===== src/isc_pkg.sv =====
// Shared constants, types and codes of the interval set coalescer.
package isc_pkg;

  localparam int MAX_INTERVALS = 32;
  localparam int VALUE_BITS    = 16;
  localparam int IDX_BITS      = $clog2(MAX_INTERVALS);
  localparam int CNT_BITS      = $clog2(MAX_INTERVALS + 1);

  localparam logic CMD_ADD  = 1'b0;
  localparam logic CMD_DUMP = 1'b1;

  typedef enum logic [2:0] {
    ST_ADDED = 3'd0,
    ST_DUP   = 3'd1,
    ST_FULL  = 3'd2,
    ST_RANGE = 3'd3,
    ST_EMPTY = 3'd4
  } status_t;

  // One table entry: closed interval [lo, hi]
  typedef struct packed {
    logic [VALUE_BITS-1:0] lo;
    logic [VALUE_BITS-1:0] hi;
  } entry_t;

  // Flags from the shared compare unit
  typedef struct packed {
    logic lo_le;    // entry.lo <= value
    logic hi_ge;    // entry.hi >= value
    logic touch_l;  // left hi + 1 == value
    logic touch_r;  // value + 1 == entry.lo
  } cmp_t;

endpackage


===== src/isc_table_ram.sv =====
// Interval table memory: one write port, one registered read port.
module isc_table_ram import isc_pkg::*; (
  input  logic                clk,
  input  logic                we,
  input  logic [IDX_BITS-1:0] wr_addr,
  input  entry_t              wr_data,
  input  logic [IDX_BITS-1:0] rd_addr,
  output entry_t              rd_data
);

  entry_t mem [MAX_INTERVALS];

  // write port
  always_ff @(posedge clk) begin
    if (we) begin
      mem[wr_addr] <= wr_data;
    end
  end

  // registered read port
  always_ff @(posedge clk) begin
    rd_data <= mem[rd_addr];
  end

endmodule


===== src/isc_cmp.sv =====
// Shared compare unit: value against one entry and the saved left neighbor.
module isc_cmp import isc_pkg::*; (
  input  logic [VALUE_BITS-1:0] v,
  input  entry_t                entry,
  input  logic [VALUE_BITS-1:0] left_hi,
  output cmp_t                  flags
);

  // one extra bit so the top value does not wrap
  logic [VALUE_BITS:0] v_inc;
  logic [VALUE_BITS:0] left_inc;

  assign v_inc    = {1'b0, v} + {{VALUE_BITS{1'b0}}, 1'b1};
  assign left_inc = {1'b0, left_hi} + {{VALUE_BITS{1'b0}}, 1'b1};

  assign flags.lo_le   = (entry.lo <= v);
  assign flags.hi_ge   = (entry.hi >= v);
  assign flags.touch_l = (left_inc == {1'b0, v});
  assign flags.touch_r = (v_inc == {1'b0, entry.lo});

endmodule


===== src/interval_set_coalescer.sv =====
// Interval set coalescer top level: sequencer over the interval table.
//
//  channel | handshake           | payload
//  --------+---------------------+-----------------------------------------
//  input   | in_valid / in_stall | cmd, value
//  output  | out_valid/out_stall | status, range_start, range_end, last
//
// An add: accept, then a search that steps past intervals with one RAM read each,
// then a result; a bridge first moves the entries above it down one place, a new
// interval below the top moves the entries above it up and ends with one insert write.
// A dump emits one range per interval, an empty dump a single EMPTY status.
// in_stall is high whenever a request is in progress; output stalls hold the
// sequencer. Reset (rst, synchronous) empties the table by clearing the count.
module interval_set_coalescer import isc_pkg::*; (
  input  logic                  clk,
  input  logic                  rst,
  input  logic                  in_valid,
  output logic                  in_stall,
  input  logic                  cmd,
  input  logic [VALUE_BITS-1:0] value,
  output logic                  out_valid,
  input  logic                  out_stall,
  output logic [2:0]            status,
  output logic [VALUE_BITS-1:0] range_start,
  output logic [VALUE_BITS-1:0] range_end,
  output logic                  last
);

  typedef enum logic [2:0] {
    S_IDLE,
    S_SRCH,
    S_SHDN,
    S_SHUP,
    S_INS,
    S_EMIT,
    S_DUMP
  } state_t;

  localparam logic [CNT_BITS-1:0] CNT_ONE = CNT_BITS'(1);
  localparam logic [CNT_BITS-1:0] CNT_TWO = CNT_BITS'(2);
  localparam logic [CNT_BITS-1:0] CNT_MAX = CNT_BITS'(MAX_INTERVALS);

  state_t                state, state_next;
  logic [CNT_BITS-1:0]   idx, idx_next;
  logic [CNT_BITS-1:0]   count, count_next;
  logic [CNT_BITS-1:0]   pos, pos_next;
  logic [VALUE_BITS-1:0] v, v_next;
  logic [VALUE_BITS-1:0] left_lo, left_lo_next;
  logic [VALUE_BITS-1:0] left_hi, left_hi_next;
  status_t               res, res_next;
  status_t               status_q;

  // RAM port and compare unit signals
  logic                  we;
  logic [IDX_BITS-1:0]   wr_addr;
  entry_t                wr_data;
  logic [IDX_BITS-1:0]   rd_addr;
  entry_t                rd_data;
  cmp_t                  flags;

  // emit controls for the output register
  logic                  emit;
  status_t               emit_status;
  logic [VALUE_BITS-1:0] emit_lo;
  logic [VALUE_BITS-1:0] emit_hi;
  logic                  emit_last;

  logic                  out_free;
  logic [CNT_BITS-1:0]   idx_inc;
  logic [CNT_BITS-1:0]   idx_inc2;
  logic [CNT_BITS-1:0]   idx_dec;
  logic [CNT_BITS-1:0]   idx_dec2;
  logic [CNT_BITS-1:0]   count_dec;
  logic                  has_left;
  logic                  has_right;
  logic                  tl;
  logic                  tr;

  isc_table_ram u_ram (
    .clk     (clk),
    .we      (we),
    .wr_addr (wr_addr),
    .wr_data (wr_data),
    .rd_addr (rd_addr),
    .rd_data (rd_data)
  );

  isc_cmp u_cmp (
    .v       (v),
    .entry   (rd_data),
    .left_hi (left_hi),
    .flags   (flags)
  );

  assign in_stall    = (state != S_IDLE);
  assign out_free    = !out_valid || !out_stall;
  assign status      = status_q;

  assign idx_inc   = idx + CNT_ONE;
  assign idx_inc2  = idx + CNT_TWO;
  assign idx_dec   = idx - CNT_ONE;
  assign idx_dec2  = idx - CNT_TWO;
  assign count_dec = count - CNT_ONE;
  assign has_left  = (idx != '0);
  assign has_right = (idx < count);
  assign tl        = has_left && flags.touch_l;
  assign tr        = has_right && flags.touch_r;

  // sequencer: next state, RAM accesses and emits
  always_comb begin
    state_next   = state;
    idx_next     = idx;
    count_next   = count;
    pos_next     = pos;
    v_next       = v;
    left_lo_next = left_lo;
    left_hi_next = left_hi;
    res_next     = res;
    rd_addr      = idx[IDX_BITS-1:0];
    we           = 1'b0;
    wr_addr      = idx[IDX_BITS-1:0];
    wr_data      = '{lo: v, hi: v};
    emit         = 1'b0;
    emit_status  = res;
    emit_lo      = '0;
    emit_hi      = '0;
    emit_last    = 1'b1;

    unique case (state)
      S_IDLE: begin
        if (in_valid) begin
          if (cmd == CMD_ADD) begin
            v_next     = value;
            idx_next   = '0;
            rd_addr    = '0;
            state_next = S_SRCH;
          end else if (count == '0) begin
            res_next   = ST_EMPTY;
            state_next = S_EMIT;
          end else begin
            idx_next   = '0;
            rd_addr    = '0;
            state_next = S_DUMP;
          end
        end
      end

      // walk entries while entry.lo <= value; rd_data is entry idx
      S_SRCH: begin
        if (has_right && flags.lo_le) begin
          if (flags.hi_ge) begin
            res_next   = ST_DUP;
            state_next = S_EMIT;
          end else begin
            left_lo_next = rd_data.lo;
            left_hi_next = rd_data.hi;
            idx_next     = idx_inc;
            rd_addr      = idx_inc[IDX_BITS-1:0];
          end
        end else if (tl && tr) begin
          // bridge: left takes right's end, entries above close the gap
          we       = 1'b1;
          wr_addr  = idx_dec[IDX_BITS-1:0];
          wr_data  = '{lo: left_lo, hi: rd_data.hi};
          res_next = ST_ADDED;
          if (idx_inc < count) begin
            rd_addr    = idx_inc[IDX_BITS-1:0];
            state_next = S_SHDN;
          end else begin
            count_next = count_dec;
            state_next = S_EMIT;
          end
        end else if (tl) begin
          we         = 1'b1;
          wr_addr    = idx_dec[IDX_BITS-1:0];
          wr_data    = '{lo: left_lo, hi: v};
          res_next   = ST_ADDED;
          state_next = S_EMIT;
        end else if (tr) begin
          we         = 1'b1;
          wr_data    = '{lo: v, hi: rd_data.hi};
          res_next   = ST_ADDED;
          state_next = S_EMIT;
        end else if (count == CNT_MAX) begin
          res_next   = ST_FULL;
          state_next = S_EMIT;
        end else if (!has_right) begin
          // new interval at the top, no shift
          we         = 1'b1;
          count_next = count + CNT_ONE;
          res_next   = ST_ADDED;
          state_next = S_EMIT;
        end else begin
          // open a gap at idx, moving entries up from the top
          pos_next   = idx;
          idx_next   = count;
          rd_addr    = count_dec[IDX_BITS-1:0];
          state_next = S_SHUP;
        end
      end

      // rd_data is entry idx + 1, written to idx
      S_SHDN: begin
        we      = 1'b1;
        wr_data = rd_data;
        if (idx_inc2 < count) begin
          rd_addr  = idx_inc2[IDX_BITS-1:0];
          idx_next = idx_inc;
        end else begin
          count_next = count_dec;
          state_next = S_EMIT;
        end
      end

      // rd_data is entry idx - 1, written to idx
      S_SHUP: begin
        we      = 1'b1;
        wr_data = rd_data;
        if (idx_dec > pos) begin
          rd_addr  = idx_dec2[IDX_BITS-1:0];
          idx_next = idx_dec;
        end else begin
          state_next = S_INS;
        end
      end

      S_INS: begin
        we         = 1'b1;
        wr_addr    = pos[IDX_BITS-1:0];
        count_next = count + CNT_ONE;
        res_next   = ST_ADDED;
        state_next = S_EMIT;
      end

      S_EMIT: begin
        if (out_free) begin
          emit       = 1'b1;
          state_next = S_IDLE;
        end
      end

      // rd_data is entry idx; address holds while the output stalls
      S_DUMP: begin
        if (out_free) begin
          emit        = 1'b1;
          emit_status = ST_RANGE;
          emit_lo     = rd_data.lo;
          emit_hi     = rd_data.hi;
          emit_last   = (idx_inc == count);
          if (idx_inc == count) begin
            state_next = S_IDLE;
          end else begin
            idx_next = idx_inc;
            rd_addr  = idx_inc[IDX_BITS-1:0];
          end
        end
      end

      default: begin
        state_next = S_IDLE;
      end
    endcase
  end

  // state and output register
  always_ff @(posedge clk) begin
    if (rst) begin
      state     <= S_IDLE;
      count     <= '0;
      out_valid <= 1'b0;
    end else begin
      state   <= state_next;
      idx     <= idx_next;
      count   <= count_next;
      pos     <= pos_next;
      v       <= v_next;
      left_lo <= left_lo_next;
      left_hi <= left_hi_next;
      res     <= res_next;
      if (emit) begin
        out_valid   <= 1'b1;
        status_q    <= emit_status;
        range_start <= emit_lo;
        range_end   <= emit_hi;
        last        <= emit_last;
      end else if (!out_stall) begin
        out_valid <= 1'b0;
      end
    end
  end

endmodule


===== config.mk =====
export PLATFORM = sky130hd
export DESIGN_NAME = interval_set_coalescer
export DESIGN_NICKNAME = d
export VERILOG_FILES = /design/src/isc_pkg.sv /design/src/isc_table_ram.sv /design/src/isc_cmp.sv /design/src/interval_set_coalescer.sv
export SDC_FILE = /design/constraint.sdc
export NUM_CORES = 1
export LEC_CHECK = 0
export ABC_AREA = 1
export BUFFER_PORTS_ARGS = -buffer_cell sky130_fd_sc_hd__buf_2
export CORE_MARGIN = 4
export CORE_UTILIZATION = 25
export CTS_BUF_LIST = sky130_fd_sc_hd__clkbuf_4
export DETAILED_ROUTE_END_ITERATION = 8
export MAX_ROUTING_LAYER = met4
export PLACE_DENSITY = 0.48
export SETUP_SLACK_MARGIN = 0.15
export SLEW_MARGIN = 20
export SYNTH_ARGS = -nofsm -noshare
export SYNTH_HDL_FRONTEND = slang
export SYNTH_HIERARCHICAL = 1
export SYNTH_SLANG_ARGS = --single-unit

===== constraint.sdc =====
create_clock -name clk -period 4.8 [get_ports clk]
set_input_delay 0.48 -clock clk [delete_from_list [all_inputs] [get_ports clk]]
set_output_delay 0.48 -clock clk [all_outputs]
set_load 0.03 [all_outputs]

* Word level (Yosys, flattened, before mapping)
Memory sizes are Yosys's and may differ from the RTL's. A register that Yosys moved wholly into a read port is not among the register bits.
Index checks and enable logic that the tools add are counted.
** Word-level totals
- Flip-flop bits (word level) :: 109
- Memory bits (writable) :: 1024
- Input bits :: 21
- Output and inout port bits :: 38
- Logic and storage cells :: 191
- Memories kept :: 1
** Memories
- u_ram.mem :: words 32, width 32, rd ports 1, clocked after memory_dff 1, wr ports 1, RTL line isc_table_ram.sv:11 : entry_t mem [MAX_INTERVALS];
** Operators by class
- $add $sub $neg :: 8
- Magnitude comparators :: 6
- Equality and inequality tests :: 37
- Multiplexer cells :: 92
- Bitwise operators :: 8
- Reduce and logical (&&, ||, !) cells :: 26
** Operators by type and width (number)
- 6-bit two-way mux :: 22
- 32-bit two-way mux :: 3
- 5-bit two-way mux :: 18
- 3-bit two-way mux :: 27
- 32-bit case mux with 2 select lines :: 1
- 3-bit != test (second input constant) :: 13
- 16-bit by 1-bit adder with 17-bit output (second input constant) :: 2
- 17-bit by 16-bit == test with 1-bit output :: 2
- 6-bit case mux with 5 select lines :: 1
- 5-bit case mux with 5 select lines :: 1
- 2-bit != test (second input constant) :: 12
- 3-bit case mux with 7 select lines :: 1
- 6-bit less-than comparator :: 3
- 6-bit case mux with 3 select lines :: 1
- 16-bit greater-or-equal comparator :: 1
- 16-bit less-or-equal comparator :: 1
- 16-bit two-way mux :: 1
- 8-bit AND reduction :: 2
- 14-bit AND reduction :: 1
- 7-bit AND reduction :: 2
- 6-bit by 1-bit adder with 6-bit output (second input constant) :: 2
- 1-bit two-way mux :: 12
- 6-bit by 1-bit subtractor with 6-bit output (second input constant) :: 2
- 5-bit case mux with 2 select lines :: 1
- 26 further kinds :: 45

* Depth between registers and ports, before layout
Gate-level depths: netlist (run 1).
- Depth in word-level cells :: 10
- Mapped depth :: 34
- Gate-level depth less buffers :: 30

* Hierarchy
Netlist (run 1), hierarchy kept.
** Modules (own cells, without submodules)
- isc_table_ram :: times used 1, cells each 3536, area each 42405.7 µm², sequential area each 31390.1 µm²
- interval_set_coalescer :: times used 1, cells each 774, area each 6691.4 µm², sequential area each 3173.0 µm²
- isc_cmp :: times used 1, cells each 351, area each 2005.7 µm², sequential area each 0.0 µm²

* Worst setup path after synthesis (run 1)
Ideal clock, no wire load.
- Path type :: reg2reg
- Start point :: register left_hi[0]
- End point :: memory u_ram/mem[4][0] (netlist name), enable pin
- Arrival time :: 3.927 ns
- Path slack :: 0.451 ns
- Stages on the path, launching flop included :: 18
- Path buffers :: 1
- Path through :: edfxtp_1 -> ha_1 -> xnor2_1 -> nand3_1 -> nor2_1 -> nand4_1 -> nor2_1 -> nand3_1 -> nor2_1 -> nand2_4 -> inv_2 -> nand2_4 -> buf_4 -> o21ai_0 -> o221ai_1 -> inv_1 -> nand3_1 -> nor2_1
** RTL lines
- start: declaration :: RTL line interval_set_coalescer.sv:49 : logic [VALUE_BITS-1:0] left_hi, left_hi_next;
- start signal: assignment :: RTL line interval_set_coalescer.sv:278 : left_hi <= left_hi_next;
- end: declaration :: RTL line isc_table_ram.sv:11

==> results.yml, run 1 <==
route:
  vias_per_cell: 4.55
  drt-initial-drc-count: 3201
  routed-via-count: 36666
  drc: 0
  antenna_left: 0
  drt_pass1_iterations: 6
  drt-total-wl_mm: 158
  wl_per_cell_um: 19.6
die:
  dieArea_um2: 212000
  die_w_um: 460
  start_util_pct: 25.2
  placeableCoreArea_um2: 203000
  pin_count: 59
  die_y_um: 460
  std_cell_rows: 165
global_routing:
  grt_usage_pct: 15.0
  gr-total-overflow: 0
  grt_pass1_wl_mm: 234
  grt_pass1_vias: 35617
  antenna_found_initial: 4
  grt_max_degree: 109
critical_path:
  worstPathRequired_ps: 5900
  critPathCaptureType: "flip-flop"
  crit_path_start_kind: "flip-flop"
  crit_type: "flip-flop to flip-flop"
  path_common_cell: "nand2_1"
  critPathMaxFanout: 27
  cp_slowest_cell: "edfxtp_1"
  cp.arrival_ps: 5590
  cpPeakStageDelay_ps: 390
power_and_ir_drop:
  power_leakage_nw: 23.4
  ir_worst_vdd_mv: 0.536
  pwr_density_cell_nw_per_um2: 771
timing:
  rsz0062_at_grt: "no"
  fin_setup_tns_ps: 0
  setup_viol: 0
  maxSlewViolCount: 0
  relSlewSlack_pct: 36.9
  period_minus_slack_ps: 4490
  worstMarginPinSlew_ps: 946
  clock_skew_ps: 111
  period_share_pct: 93.6
  hold_violations: 0
  fmax_ghz: 0.223
  hold_slack_ps: 252
cts:
  cts_tree: "done"
  clk_pin_slew_ps: 80
  clockBufferDepth: 4
  clock_latency_ps: 1250
  root_buffer: "clkbuf_4"
  ctsHtreeMaxLevel: 5
  cts_sinks: 1165
  cts_buffers: 338
synth:
  synth-seq-cells: 1165
  yosysMostFrequentCell: "nand2_1"
  yosysUniqueCellTypes: 48
  synthesis.area_um2: 51100
  seq_area_frac_synth_pct: 67.6
  async_reset_ff_share_pct: 0
  syn-num-nets: 4748
  synth_cells: 4661
  yosysTopAreaCellShare_pct: 66.0
  yosysTopAreaCell: "edfxtp_1"
  netlist_top_cells_count: "nand2_1, edfxtp_1, nand3_1"
  ys_top_cells_by_area: "edfxtp_1, nand2_1, nand3_1, dfxtp_1, ha_1"
  synthFlopType: "edfxtp_1"
  yosys_warnings: 6
  avgSynthCellArea_um2: 11.0
  synth_edf_count: 1123
run_status:
  status: "completed"
min_path:
  min_path_type: "input port to flip-flop"
cells_and_area:
  drive_gt1_share_pct: 18.8
  fin_nets: 5214
  synthToLayoutAreaGrowth_pct: 20.1
  n_fill_cell: 20969
job:
  max_cap_violations: 0
place:
  dp_hpwl_mm: 93.5
  port_buffers: 58
  globalplace.congestion: 0.899
-- registers in the layout (all words and copies together) (netlist names), 16 cells and up --
| signal | count |
|---|---|
| u_ram/mem | 1024 |
| u_ram/rd_data | 32 |
| left_hi | 16 |
| left_lo | 16 |
| range_end | 16 |
| range_start | 16 |
| v | 16 |
-- stage by stage --
stage          util (%)  power, mW  cell area [µm²]  worst slack (ps)  std cells
6_report           30.3       47.3            61400               307       8052
5_1_grt            30.3       50.8            61400               124       8050
4_1_cts            30.1       47.4            61100               181       8026
3_5_place_dp       27.9       38.1            56600               164       7407
3_3_place_gp       27.9       38.1            56600              99.1       7407
2_1_floorplan         -       28.6            51100               451       4661
-- area by class of cell --
class / instances / area [µm²] / share of cell area [%]
diodes: 13 / 32.5 / 0.0530
clock buffers: 502 / 3770 / 6.14
clock inverters: 78 / 385 / 0.628
inverters: 186 / 748 / 1.22
multi-input cells: 3065 / 14700 / 23.9
flip-flops and latches: 1165 / 34600 / 56.3
well taps: 2672 / 3340 / 5.45
repair buffers: 371 / 3860 / 6.29
-- logic make-up after synthesis --
kind of cell               synth area share (%)
AOI/OAI and AO/OA                          2.02
and+or+nand+nor                            23.2
buffers and inverters                      4.69
DFF                                        67.6
adders and majority gates                  1.62
xor gates and xnor gates                  0.857
-- repair_timing --
item	CTS	global route
hold endpoints to repair	83	0
gates resized for setup	1	28
cloned	0	1
hold buffers	39	0
buffers inserted	0	12
pin swaps	0	3
endpoints found under the setup margin	1	456
-- routing by layer --
layer	up-vias	wire length [µm]	track usage [%]
met5	-	0	-
met4	0	3800	4.93
met3	310	9290	2.34
met2	1210	72600	23.1
met1	17873	71900	20.4
li1	17273	-	-
-- final timing paths --
check	startpoint	end	slack [ps]	cells past startpoint
min	rst	count[5]	250	3
max	v[1]	u_ram/rd_data[25]	310	31
min reg2reg	u_ram/rd_data[16]	left_lo[0]	490	0
max reg2reg	v[1]	u_ram/rd_data[25]	310	31
-- where the power goes --
part           switching [mW]  internal [mW]
logic                    16.7           7.68
clock network            4.20           4.91
registers               0.519           13.3
total                    21.4           25.8
-- critical path: cells and delay by family, from the launching register on --
family / cells / cell delay [ps]
compound gates: 1 / 190
fa+ha+maj: 1 / 260
buf+inv: 6 / 970
flops: 1 / 390
simple gates: 23 / 2550
-- cell usage in the layout (no fill, tap or decap), types with 46 or more instances in the layout --
cell	count
buf_4	185
nand3_1	863
nor2_4	46
clkbuf_4	502
buf_12	81
edfxtp_1	1123
buf_2	58
ha_1	65
nor2_1	98
a21oi_1	62
inv_1	166
clkinv_1	61
nand2_1	1684
Power figures use the tool's default switching activity.
==> run 2: changes to the inputs <==
--- a/config.mk
+++ b/config.mk
@@ -13,7 +13,7 @@
 export DETAILED_ROUTE_END_ITERATION = 8
 export MAX_ROUTING_LAYER = met4
 export PLACE_DENSITY = 0.48
-export SETUP_SLACK_MARGIN = 0.15
+export SETUP_SLACK_MARGIN = 0.4
 export SLEW_MARGIN = 20
 export SYNTH_ARGS = -nofsm -noshare
 export SYNTH_HDL_FRONTEND = slang
==> results.yml, run 2 (same netlist as run 1, synthesis figures left out) <==
run_status:
  status: "completed"
global_routing:
  grt_pass1_wl_mm: 235
  gr-total-overflow: 0
  grt_pass1_vias: 35713
  grt_usage_pct: 15.1
  grt_max_degree: 109
  antenna_found_initial: 4
timing:
  setup_viol: 0
  hold_violations: 0
  worst_slack_ps: 468
  fmax_ghz: 0.231
  fin_setup_tns_ps: 0
  relSlewSlack_pct: 31.1
  worstMarginPinSlew_ps: 1030
  maxSlewViolCount: 0
  period_share_pct: 90.2
  rsz0062_at_grt: "yes"
  clock_skew_ps: 106
  period_minus_slack_ps: 4330
cells_and_area:
  n_fill_cell: 20920
  drive_gt1_share_pct: 19.7
  reg_top3: "u_ram/mem x1024, u_ram/rd_data x32"
  mostFrequentLayoutCells: "nand2_1, edfxtp_1, nand3_1"
  largest_register_ff_count: 1024
  largest_register: "u_ram/mem"
  synthToLayoutAreaGrowth_pct: 21.3
  layout_commonest_cell: "nand2_1"
  fin_nets: 5253
cts:
  clockBufferDepth: 4
  ctsHtreeMaxLevel: 5
  cts_sinks: 1165
  cts_tree: "done"
  root_buffer: "clkbuf_4"
  cts_buffers: 338
  clock_latency_ps: 1250
  clk_pin_slew_ps: 80
power_and_ir_drop:
  pwr_density_cell_nw_per_um2: 781
  p_seq_share_pct: 28.5
  power_leakage_nw: 23.7
  p_sw_mw: 21.9
  p_int_mw: 26.5
  switching_share_pct: 45.3
  clock_power_share_pct: 18.8
  ir_worst_vdd_mv: 0.487
  pwr-share-comb_pct: 52.7
route:
  drt-initial-drc-count: 2940
  drc: 0
  routed-via-count: 36975
  drt-total-wl_mm: 160
  wl_met1_mm: 73.0
  drt_pass1_iterations: 8
  topRoutingLayerUsed: "met4"
  dr_wl_met2_mm: 74.1
  antenna_left: 0
  wl_met3_mm: 9.61
  wl_per_cell_um: 19.8
  vias_per_cell: 4.57
die:
  pin_count: 59
  die_y_um: 460
  start_util_pct: 25.2
  dieArea_um2: 212000
  placeableCoreArea_um2: 203000
  die_w_um: 460
  std_cell_rows: 165
critical_path:
  critPathCaptureType: "flip-flop"
  cp.arrival_ps: 5200
  crit_path_start_kind: "flip-flop"
  crit_type: "flip-flop to flip-flop"
  worstPathRequired_ps: 5670
  critPathMaxFanout: 13
place:
  dp_slack_ps: 164
  globalplace.congestion: 0.899
  port_buffers: 58
  dp_hpwl_mm: 93.5
job:
  max_cap_violations: 0
min_path:
  min_path_type: "input port to flip-flop"
-- run 2: final timing paths --
kind	startpoint	endpoint	slack, ps	cells past startpoint
setup / recovery	u_ram/rd_data[17]	u_ram/mem[2][5]	470	17
hold reg to reg	u_ram/rd_data[16]	left_lo[0]	500	0
hold / removal	rst	count[5]	260	3
setup reg to reg	u_ram/rd_data[17]	u_ram/mem[2][5]	470	17
-- run 2: per-stage QoR --
stage | util (%) | cell area (µm²) | hold WS (ps) | power, mW | std cells
after floorplan | - | 51100 | 430 | 28.6 | 4661
after CTS | 30.2 | 61300 | 98.7 | 47.7 | 8039
after global routing | 30.6 | 62000 | 171 | 51.8 | 8088
after global placement | 27.9 | 56600 | 454 | 38.1 | 7407
final | 30.6 | 62000 | 256 | 48.4 | 8090
after detailed placement | 27.9 | 56600 | 475 | 38.1 | 7407
-- run 2: repair_timing --
item,CTS,global route
setup endpoints to repair,265,945
endpoints found under the hold margin,83,0
resized for setup,12,56
gates cloned,1,9
pin swaps,2,9
hold buffers,39,0
buffers inserted,12,30
-- run 2: routing by layer --
layer | track usage (%) | vias up
li1 | - | 17353
met1 | 20.5 | 18064
met2 | 23.4 | 1261
met3 | 2.31 | 297
met4 | 4.50 | 0
met5 | - | -
-- run 2: power groups by stage --
stage	Clock, mW	Combinational, mW	Sequential, mW
floorplan	0	14.7	13.9
global placement	0	24.1	14.0
detailed placement	0	24.1	14.0
CTS	9.41	24.5	13.8
global route	9.98	28.0	13.8
finish	9.10	25.5	13.8
-- run 2: layout make-up --
cell class,instances,area [µm²],area share (%)
timing repair inverter,1,8.76,0.0141
clock inverter,78,385,0.622
sequential,1165,34600,55.8
multi-input combinational,3065,14700,23.8
tap,2672,3340,5.40
inverter,186,746,1.20
clock buffer,502,3770,6.08
antenna,12,30.0,0.0485
timing repair buffer,409,4390,7.08
-- run 2: worst max-delay path, cell delays in order (launching register included) --
cell	delay, ps
dfxtp_1	620
ha_1	340
a21oi_1	190
o21ai_0	140
nand2_1	80
o211ai_1	110
nand2_1	80
nand2_1	60
nand2_2	170
nand2_8	110
nand2_4	120
a21oi_1	80
o21ai_1	100
o211ai_1	430
inv_1	350
nand3_1	390
nor2_4	240
buf_4	350
